**src/rtl/parl_pkg.sv**
```systemverilog
// ----------------------------------------------------------------------------
// parl_pkg
// Shared types, result codes and the power-of-ten check for the per-address
// event rate limiter.
// ----------------------------------------------------------------------------
package parl_pkg;

    localparam int ADDR_W       = 32;
    localparam int OUTCOME_W    = 2;
    localparam int HIT_TOTAL_W  = 32;
    localparam int ENTRY_SLOT_W = 4;
    localparam int WIDE_W       = 64;

    localparam logic [OUTCOME_W-1:0] OUTCOME_SUPPRESS = 2'd0;
    localparam logic [OUTCOME_W-1:0] OUTCOME_REPORT   = 2'd1;
    localparam logic [OUTCOME_W-1:0] OUTCOME_DROP     = 2'd2;

    // Every power of ten that fits in 64 bits.
    localparam int POW10_COUNT = 20;
    localparam logic [WIDE_W-1:0] POW10_TABLE [POW10_COUNT] = '{
        64'd1,
        64'd10,
        64'd100,
        64'd1000,
        64'd10000,
        64'd100000,
        64'd1000000,
        64'd10000000,
        64'd100000000,
        64'd1000000000,
        64'd10000000000,
        64'd100000000000,
        64'd1000000000000,
        64'd10000000000000,
        64'd100000000000000,
        64'd1000000000000000,
        64'd10000000000000000,
        64'd100000000000000000,
        64'd1000000000000000000,
        64'd10000000000000000000
    };

    // Control broadcast from the sequencer to every cell.
    typedef struct packed {
        logic [ADDR_W-1:0] addr;
        logic              look;
        logic              commit;
        logic              any_hit;
    } parl_ctl_t;

    function automatic logic is_pow10(input logic [WIDE_W-1:0] value);
        logic found;
        found = 1'b0;
        for (int k = 0; k < POW10_COUNT; k++)
        begin
            if (value == POW10_TABLE[k])
            begin
                found = 1'b1;
            end
        end
        return found;
    endfunction

endpackage

```
**src/rtl/parl_event_if.sv**
```systemverilog
// ----------------------------------------------------------------------------
// parl_event_if
// Input channel: one event address per item, valid/ready handshake.
// ----------------------------------------------------------------------------
interface parl_event_if;
    logic        valid;
    logic        ready;
    logic [31:0] event_address;

    modport source (output valid, output event_address, input ready);
    modport sink   (input valid, input event_address, output ready);
endinterface

```
**src/rtl/parl_result_if.sv**
```systemverilog
// ----------------------------------------------------------------------------
// parl_result_if
// Output channel: one result item per event, valid/ready handshake.
// ----------------------------------------------------------------------------
interface parl_result_if;
    logic        valid;
    logic        ready;
    logic [1:0]  outcome;
    logic [31:0] hit_total;
    logic [3:0]  entry_slot;

    modport source (output valid, output outcome, output hit_total, output entry_slot,
                    input ready);
    modport sink   (input valid, input outcome, input hit_total, input entry_slot,
                    output ready);
endinterface

```
**src/rtl/per_address_event_rate_limiter_top.sv**
```systemverilog
// ----------------------------------------------------------------------------
// per_address_event_rate_limiter_top
// Looks each event address up in a row of table cells, allocates on a miss or
// drops it if the table is full, counts hits and flags exact powers of ten.
// ----------------------------------------------------------------------------
// Flow: an accepted item is compared across all cells in the look state, then
// the selected cell is updated and the result registered in the update state
// once the output is free. A new item is taken in idle or as the last commits.
// The output register decouples the result from the next item's lookup.
// Reset clears the cell occupancy bits and all control; stored addresses and
// counters are not reset and are only read once their cell is occupied.
module per_address_event_rate_limiter_top #(
    parameter int TABLE_SLOTS = 16,
    parameter int HIT_BITS    = 32
) (
    input  logic          clk,
    input  logic          rst_n,
    parl_event_if.sink    events,
    parl_result_if.source results
);
    import parl_pkg::*;

    localparam int IDX_W  = (TABLE_SLOTS > 1) ? $clog2(TABLE_SLOTS) : 1;
    localparam int SLOT_W = (IDX_W > ENTRY_SLOT_W) ? IDX_W : ENTRY_SLOT_W;

    localparam logic [1:0] ST_IDLE   = 2'd0;
    localparam logic [1:0] ST_LOOK   = 2'd1;
    localparam logic [1:0] ST_UPDATE = 2'd2;

    logic [1:0]              state_reg;
    logic [1:0]              state_next;
    logic [ADDR_W-1:0]       addr_reg;
    logic                    full_reg;
    logic                    full_next;
    logic                    out_valid_reg;
    logic                    out_valid_next;
    logic [OUTCOME_W-1:0]    outcome_reg;
    logic [HIT_TOTAL_W-1:0]  hit_total_reg;
    logic [ENTRY_SLOT_W-1:0] entry_slot_reg;

    logic                    advance;
    logic                    accept;
    parl_ctl_t               ctl;
    logic [TABLE_SLOTS:0]    used_chain;
    logic [TABLE_SLOTS-1:0]  hits;
    logic [TABLE_SLOTS-1:0]  takes;
    logic [HIT_BITS-1:0]     cnt_vec [TABLE_SLOTS];
    logic [HIT_BITS-1:0]     cnt_sel;
    logic [SLOT_W-1:0]       idx_sel;
    logic [WIDE_W-1:0]       cnt_wide;

    assign advance = (state_reg == ST_UPDATE) && (!out_valid_reg || results.ready);
    assign events.ready = (state_reg == ST_IDLE) || advance;
    assign accept = events.valid && events.ready;

    assign ctl.addr    = addr_reg;
    assign ctl.look    = (state_reg == ST_LOOK);
    assign ctl.commit  = advance;
    assign ctl.any_hit = |hits;

    assign used_chain[0] = 1'b1;

    for (genvar g = 0; g < TABLE_SLOTS; g++)
    begin : g_cell
        parl_cell #(
            .HIT_BITS (HIT_BITS)
        ) u_cell (
            .clk       (clk),
            .rst_n     (rst_n),
            .ctl       (ctl),
            .prev_used (used_chain[g]),
            .used      (used_chain[g+1]),
            .hit       (hits[g]),
            .take      (takes[g]),
            .cnt_new   (cnt_vec[g])
        );
    end

    // At most one cell takes the item, so an OR merge selects it.
    always_comb
    begin
        cnt_sel = '0;
        idx_sel = '0;
        for (int i = 0; i < TABLE_SLOTS; i++)
        begin
            if (takes[i])
            begin
                cnt_sel = cnt_sel | cnt_vec[i];
                idx_sel = idx_sel | SLOT_W'(i);
            end
        end
    end

    assign cnt_wide = WIDE_W'(cnt_sel);

    always_comb
    begin
        state_next = state_reg;
        case (state_reg)
            ST_IDLE:
            begin
                if (accept)
                begin
                    state_next = ST_LOOK;
                end
            end
            ST_LOOK:
            begin
                state_next = ST_UPDATE;
            end
            ST_UPDATE:
            begin
                if (advance)
                begin
                    state_next = accept ? ST_LOOK : ST_IDLE;
                end
            end
            default:
            begin
                state_next = ST_IDLE;
            end
        endcase
    end

    // The table is full only when the last cell is occupied and nothing hit.
    assign full_next = (state_reg == ST_LOOK) ?
                       (!ctl.any_hit && used_chain[TABLE_SLOTS]) : full_reg;

    assign out_valid_next = advance ? 1'b1 : (results.ready ? 1'b0 : out_valid_reg);

    always_ff @(posedge clk or negedge rst_n)
    begin
        if (!rst_n)
        begin
            state_reg     <= ST_IDLE;
            full_reg      <= 1'b0;
            out_valid_reg <= 1'b0;
        end
        else
        begin
            state_reg     <= state_next;
            full_reg      <= full_next;
            out_valid_reg <= out_valid_next;
        end
    end

    always_ff @(posedge clk)
    begin
        if (accept)
        begin
            addr_reg <= events.event_address;
        end
        if (advance)
        begin
            if (full_reg)
            begin
                outcome_reg    <= OUTCOME_DROP;
                hit_total_reg  <= '0;
                entry_slot_reg <= '0;
            end
            else
            begin
                outcome_reg    <= is_pow10(cnt_wide) ? OUTCOME_REPORT : OUTCOME_SUPPRESS;
                hit_total_reg  <= cnt_wide[HIT_TOTAL_W-1:0];
                entry_slot_reg <= idx_sel[ENTRY_SLOT_W-1:0];
            end
        end
    end

    assign results.valid      = out_valid_reg;
    assign results.outcome    = outcome_reg;
    assign results.hit_total  = hit_total_reg;
    assign results.entry_slot = entry_slot_reg;

endmodule

```
**src/rtl/parl_cell.sv**
```systemverilog
// ----------------------------------------------------------------------------
// parl_cell
// One table entry: stored address, hit counter and occupancy bit. Occupancy
// is handed down the row so that the first free cell knows it is next.
// ----------------------------------------------------------------------------
module parl_cell #(
    parameter int HIT_BITS = 32
) (
    input  logic                clk,
    input  logic                rst_n,
    input  parl_pkg::parl_ctl_t ctl,
    input  logic                prev_used,
    output logic                used,
    output logic                hit,
    output logic                take,
    output logic [HIT_BITS-1:0] cnt_new
);
    import parl_pkg::*;

    localparam logic [HIT_BITS-1:0] CNT_MAX = {HIT_BITS{1'b1}};

    logic [ADDR_W-1:0]   addr_reg;
    logic [HIT_BITS-1:0] cnt_reg;
    logic                used_reg;
    logic                used_next;
    logic                take_reg;
    logic                take_next;

    assign used = used_reg;
    assign take = take_reg;
    assign hit  = used_reg && (addr_reg == ctl.addr);

    // A fresh entry starts at zero, so its first hit makes one.
    assign cnt_new = !used_reg ? HIT_BITS'(1) :
                     (cnt_reg == CNT_MAX) ? cnt_reg : cnt_reg + HIT_BITS'(1);

    always_comb
    begin
        take_next = take_reg;
        used_next = used_reg;
        if (ctl.look)
        begin
            take_next = hit || (prev_used && !used_reg && !ctl.any_hit);
        end
        if (ctl.commit && take_reg)
        begin
            used_next = 1'b1;
        end
    end

    always_ff @(posedge clk or negedge rst_n)
    begin
        if (!rst_n)
        begin
            used_reg <= 1'b0;
            take_reg <= 1'b0;
        end
        else
        begin
            used_reg <= used_next;
            take_reg <= take_next;
        end
    end

    always_ff @(posedge clk)
    begin
        if (ctl.commit && take_reg)
        begin
            cnt_reg <= cnt_new;
            if (!used_reg)
            begin
                addr_reg <= ctl.addr;
            end
        end
    end

endmodule
```
**src/flat_wrapper.sv**
```systemverilog
// flat-port wrapper written by rule: the top's interface ports become plain ports
module per_address_event_rate_limiter_top_flat import parl_pkg::*;
#(
    parameter int TABLE_SLOTS = 16,
    parameter int HIT_BITS    = 32
)
  (clk, rst_n, events_valid, events_event_address, events_ready, results_valid, results_outcome, results_hit_total, results_entry_slot, results_ready);
  parl_event_if events_i ();
  parl_result_if results_i ();
  input  logic clk;
  input  logic rst_n;
  input wire logic [$bits(events_i.valid)-1:0] events_valid;
  input wire logic [$bits(events_i.event_address)-1:0] events_event_address;
  output wire logic [$bits(events_i.ready)-1:0] events_ready;
  output wire logic [$bits(results_i.valid)-1:0] results_valid;
  output wire logic [$bits(results_i.outcome)-1:0] results_outcome;
  output wire logic [$bits(results_i.hit_total)-1:0] results_hit_total;
  output wire logic [$bits(results_i.entry_slot)-1:0] results_entry_slot;
  input wire logic [$bits(results_i.ready)-1:0] results_ready;
  assign events_i.valid = events_valid;
  assign events_i.event_address = events_event_address;
  assign events_ready = events_i.ready;
  assign results_valid = results_i.valid;
  assign results_outcome = results_i.outcome;
  assign results_hit_total = results_i.hit_total;
  assign results_entry_slot = results_i.entry_slot;
  assign results_i.ready = results_ready;
  per_address_event_rate_limiter_top #(.TABLE_SLOTS(TABLE_SLOTS), .HIT_BITS(HIT_BITS)) u_core (.clk(clk), .rst_n(rst_n), .events(events_i), .results(results_i));
endmodule
```
**config.mk**
```make
export PLATFORM = sky130hd
export DESIGN_NAME = per_address_event_rate_limiter_top_flat
export DESIGN_NICKNAME = d
export VERILOG_FILES = /design/src/rtl/parl_pkg.sv /design/src/rtl/parl_event_if.sv /design/src/rtl/parl_result_if.sv /design/src/rtl/per_address_event_rate_limiter_top.sv /design/src/rtl/parl_cell.sv /design/src/flat_wrapper.sv
export SDC_FILE = /design/constraint.sdc
export NUM_CORES = 2
export LEC_CHECK = 0
export BUFFER_PORTS_ARGS = -buffer_cell sky130_fd_sc_hd__buf_2
export CORE_MARGIN = 5
export CORE_UTILIZATION = 25
export DETAILED_ROUTE_END_ITERATION = 12
export PLACE_DENSITY = 0.51
export REMOVE_ABC_BUFFERS = 1
export SYNTH_ARGS = -nofsm -noshare
export SYNTH_HDL_FRONTEND = slang
export SYNTH_SLANG_ARGS = --single-unit
```
**constraint.sdc**
```tcl
create_clock -name clk -period 3.9 [get_ports clk]
set_input_delay 0 -clock clk [delete_from_list [all_inputs] [get_ports clk]]
set_output_delay 0 -clock clk [all_outputs]
set_load 0.01 [all_outputs]
```
==> impl_metrics.ini <==
[status]
status = finished with violations
violations = setup timing

[placement]
io_buffers = 75
place_area_um2 = 82600
hpwl_um = 250000
routabilityCongestion = 1.08

[yosys]
synth.area.top_cells = edfxtp_1, xnor2_1, xor2_1, nor2_1, nand4_1
synth_warnings = 0
synth_cell_type_count = 108
synth_seq_area_share = 0.542
avgSynthCellArea_um2 = 11.0
yosysTopAreaCellShare = 0.527
ys_async_sr_fraction = 0.0319
synth_top_flop_cell = edfxtp_1
synth.largest_area_cell = edfxtp_1
synth_area_um2 = 62300
synthCells = 5672
ys_ff_latch = 1130
synth_edf_count = 1094

[setup_path]
critPathMaxStageDelay_ns = 0.86
cp.required_ns = 4.61
critPathSlowestCell = a222oi_1
crit_buf_inv = 2
worstSetupStartpointType = register
crit_chain = ha_2 > and3_4 > buf_6 > nand2_1 > buf_6 > a211oi_4 > xor2_1 > a222oi_1 > o2111ai_2 > nor4_4 > or4bb_1 > or4_4 > a2111oi_4 > a211o_1
reg2reg_setup_slack_ns = -0.86
critical_path_class = reg -> reg
cp_common_cell = buf_6
cp_data_arrival_time_ns = 5.47
cpLargestDelayFamily = compound AO/OA/AOI/OAI gates
critPathCaptureType = register
path_max_fanout = 6

[drt]
routed_wl_um = 314000
vias_per_cell = 5.05
drc = 0
vias = 57172
first_iter_violations = 5984
wl_per_cell_um = 27.7
antenna_left = 0
drt_pass1_iterations = 6

[cells_and_area]
nets = 7922
drive_gt1_frac = 0.346
design_area_um2 = 89600
areaGrowthSynthToFinish_pct = 43.8
fillCellCount = 24873
regArea_um2 = 33800
multiInputGateArea_um2 = 28300

[die]
rows = 183
die_width_um = 509
die_y_um = 509
initial_utilization = 0.251
io_pins = 76
die_area_um2 = 259000
core-area_um2 = 248000

[timing]
setup_viol = 2
fmax_mhz = 210
tightest_slew_ns = 1.25
slew_headroom = 0.159
hold_ws_ns = 0.423
finalMaxSlewViolations = 0
tns_ns = -0.923
rsz0062_at_grt = true
setup_slack_ns = -0.861
fin_skew_ns = 0.0675
hold_viol = 0
finalCritPeriodShare = 1.22
period_minus_slack_ns = 4.76

[global_route]
grt_usage = 0.235
grt_pass1_vias = 55148
grt_overflow = 0
grt_max_degree = 36
grt_pass1_wl_um = 431000
grt_antenna_before_repair = 18

[cts]
numCtsBuffers = 138
clkLatencyLatePin_ns = 0.83
cts_buffer_depth = 3
htree_levels = 4
clkSlewWorstSetupHoldPaths_ns = 0.07
clkSinkCount = 1130
cts_tree = done
cts_root_buf = clkbuf_16

[flow_run]
maxCapViolations = 0

[power_and_ir_drop]
total_power_mw = 34.7
p_leak_nw = 33.4
ir_drop_uv = 452
power_density_nw_per_um2 = 387

[hold_path]
hp-class = in -> reg
synthesized netlist by cell type (all sizes together) (29+ instances only):
library cell / number
nand2: 419
nor3: 149
dfrtp: 36
a211oi: 29
nand4: 309
o22ai: 54
and2: 170
xnor2: 673
inv: 57
or4: 49
nor2b: 69
nor4: 172
o21ai: 107
buf: 63
nor2: 554
edfxtp: 1094
a31oi: 44
and3: 125
nand3: 267
and4: 89
clkbuf: 243
o2111ai: 30
or3: 54
xor2: 275
a21oi: 97
metrics by stage:
stage / cells / utilization / setup WS [ns]
floorplan: 5366 / - / -0.928
global route: 11310 / 0.361 / -0.804
detailed placement: 10931 / 0.333 / -1.56
finish: 11321 / 0.361 / -0.861
CTS: 11269 / 0.357 / -0.775
global placement: 10931 / 0.333 / -1.52
kinds of logic (layout without fill, tap and decap cells):
group,Yosys count,count (layout),synth area share
AOI/OAI and AO/OA,634,634,0.0727
muxes,32,32,0.00526
adders and majority gates,16,16,0.00321
and+or+nand+nor,2544,2544,0.220
DFF,1130,1130,0.542
xor gates and xnor gates,948,948,0.133
other,0,11,0
buffers and inverters,368,2676,0.0238
where the power goes:
part / total (mW) / internal [mW] / switching [mW]
combinational: 7.45 / 3.03 / 4.42
sequential: 13.9 / 13.7 / 0.206
clock: 13.3 / 7.65 / 5.66
repair_timing:
item	in CTS	in global routing
hold endpoints to repair	85	0
pin swaps	32	65
resized for setup	100	128
hold buffers	72	0
setup buffers	17	43
setup endpoints to repair	22	19
cell usage in the layout, fill, tap and decap left out, types with 75 or more instances in the layout:
cell type,n
a21oi_1,92
and2_1,167
and3_1,118
and4_1,87
buf_2,75
buf_4,2145
clkbuf_16,141
edfxtp_1,1094
nand2_1,417
nand3_1,258
nand4_1,306
nor2_1,527
nor3_1,131
nor4_1,126
o21ai_0,100
xnor2_1,664
xor2_1,269
worst reg2reg max path, cell delays in order, from the launching register on:
cell and delay, ns:
edfxtp_1 0.38, ha_2 0.20, and3_4 0.21, buf_6 0.13, nand2_1 0.08, buf_6 0.14, a211oi_4 0.19, xor2_1 0.12
a222oi_1 0.86, o2111ai_2 0.51, nor4_4 0.38, or4bb_1 0.46, or4_4 0.52, a2111oi_4 0.30, a211o_1 0.15
per-layer routing:
metal,share of wire,track usage
met5,0.00013,0
met3,0.068,0.0423
met4,0.073,0.142
met2,0.44,0.364
met1,0.42,0.305
worst paths after layout:
kind | startpoint | end | cells past startpoint
max reg2reg | u_core.g_cell[4].u_cell.cnt_reg[0] | u_core.results.outcome[0] | 14
min in group asynchronous | rst_n | u_core.g_cell[11].u_cell.used | 4
min reg2reg | u_core.results.valid | u_core.results.valid | 2
min | events_event_address[1] | u_core.addr_reg[1] | 3
max | u_core.g_cell[4].u_cell.cnt_reg[0] | u_core.results.outcome[0] | 14
max in group asynchronous | rst_n | u_core.g_cell[1].u_cell.used | 4
area by class of cell:
class / instances / share of cell area
clock buffer: 172 / 0.0411
inverter: 62 / 0.00260
timing repair buffer: 2364 / 0.207
clock inverter: 78 / 0.0104
multi-input combinational: 4174 / 0.316
sequential: 1130 / 0.377
antenna: 11 / 0.000307
tap: 3330 / 0.0465
Note: power is estimated with default switching activity, not from simulation.
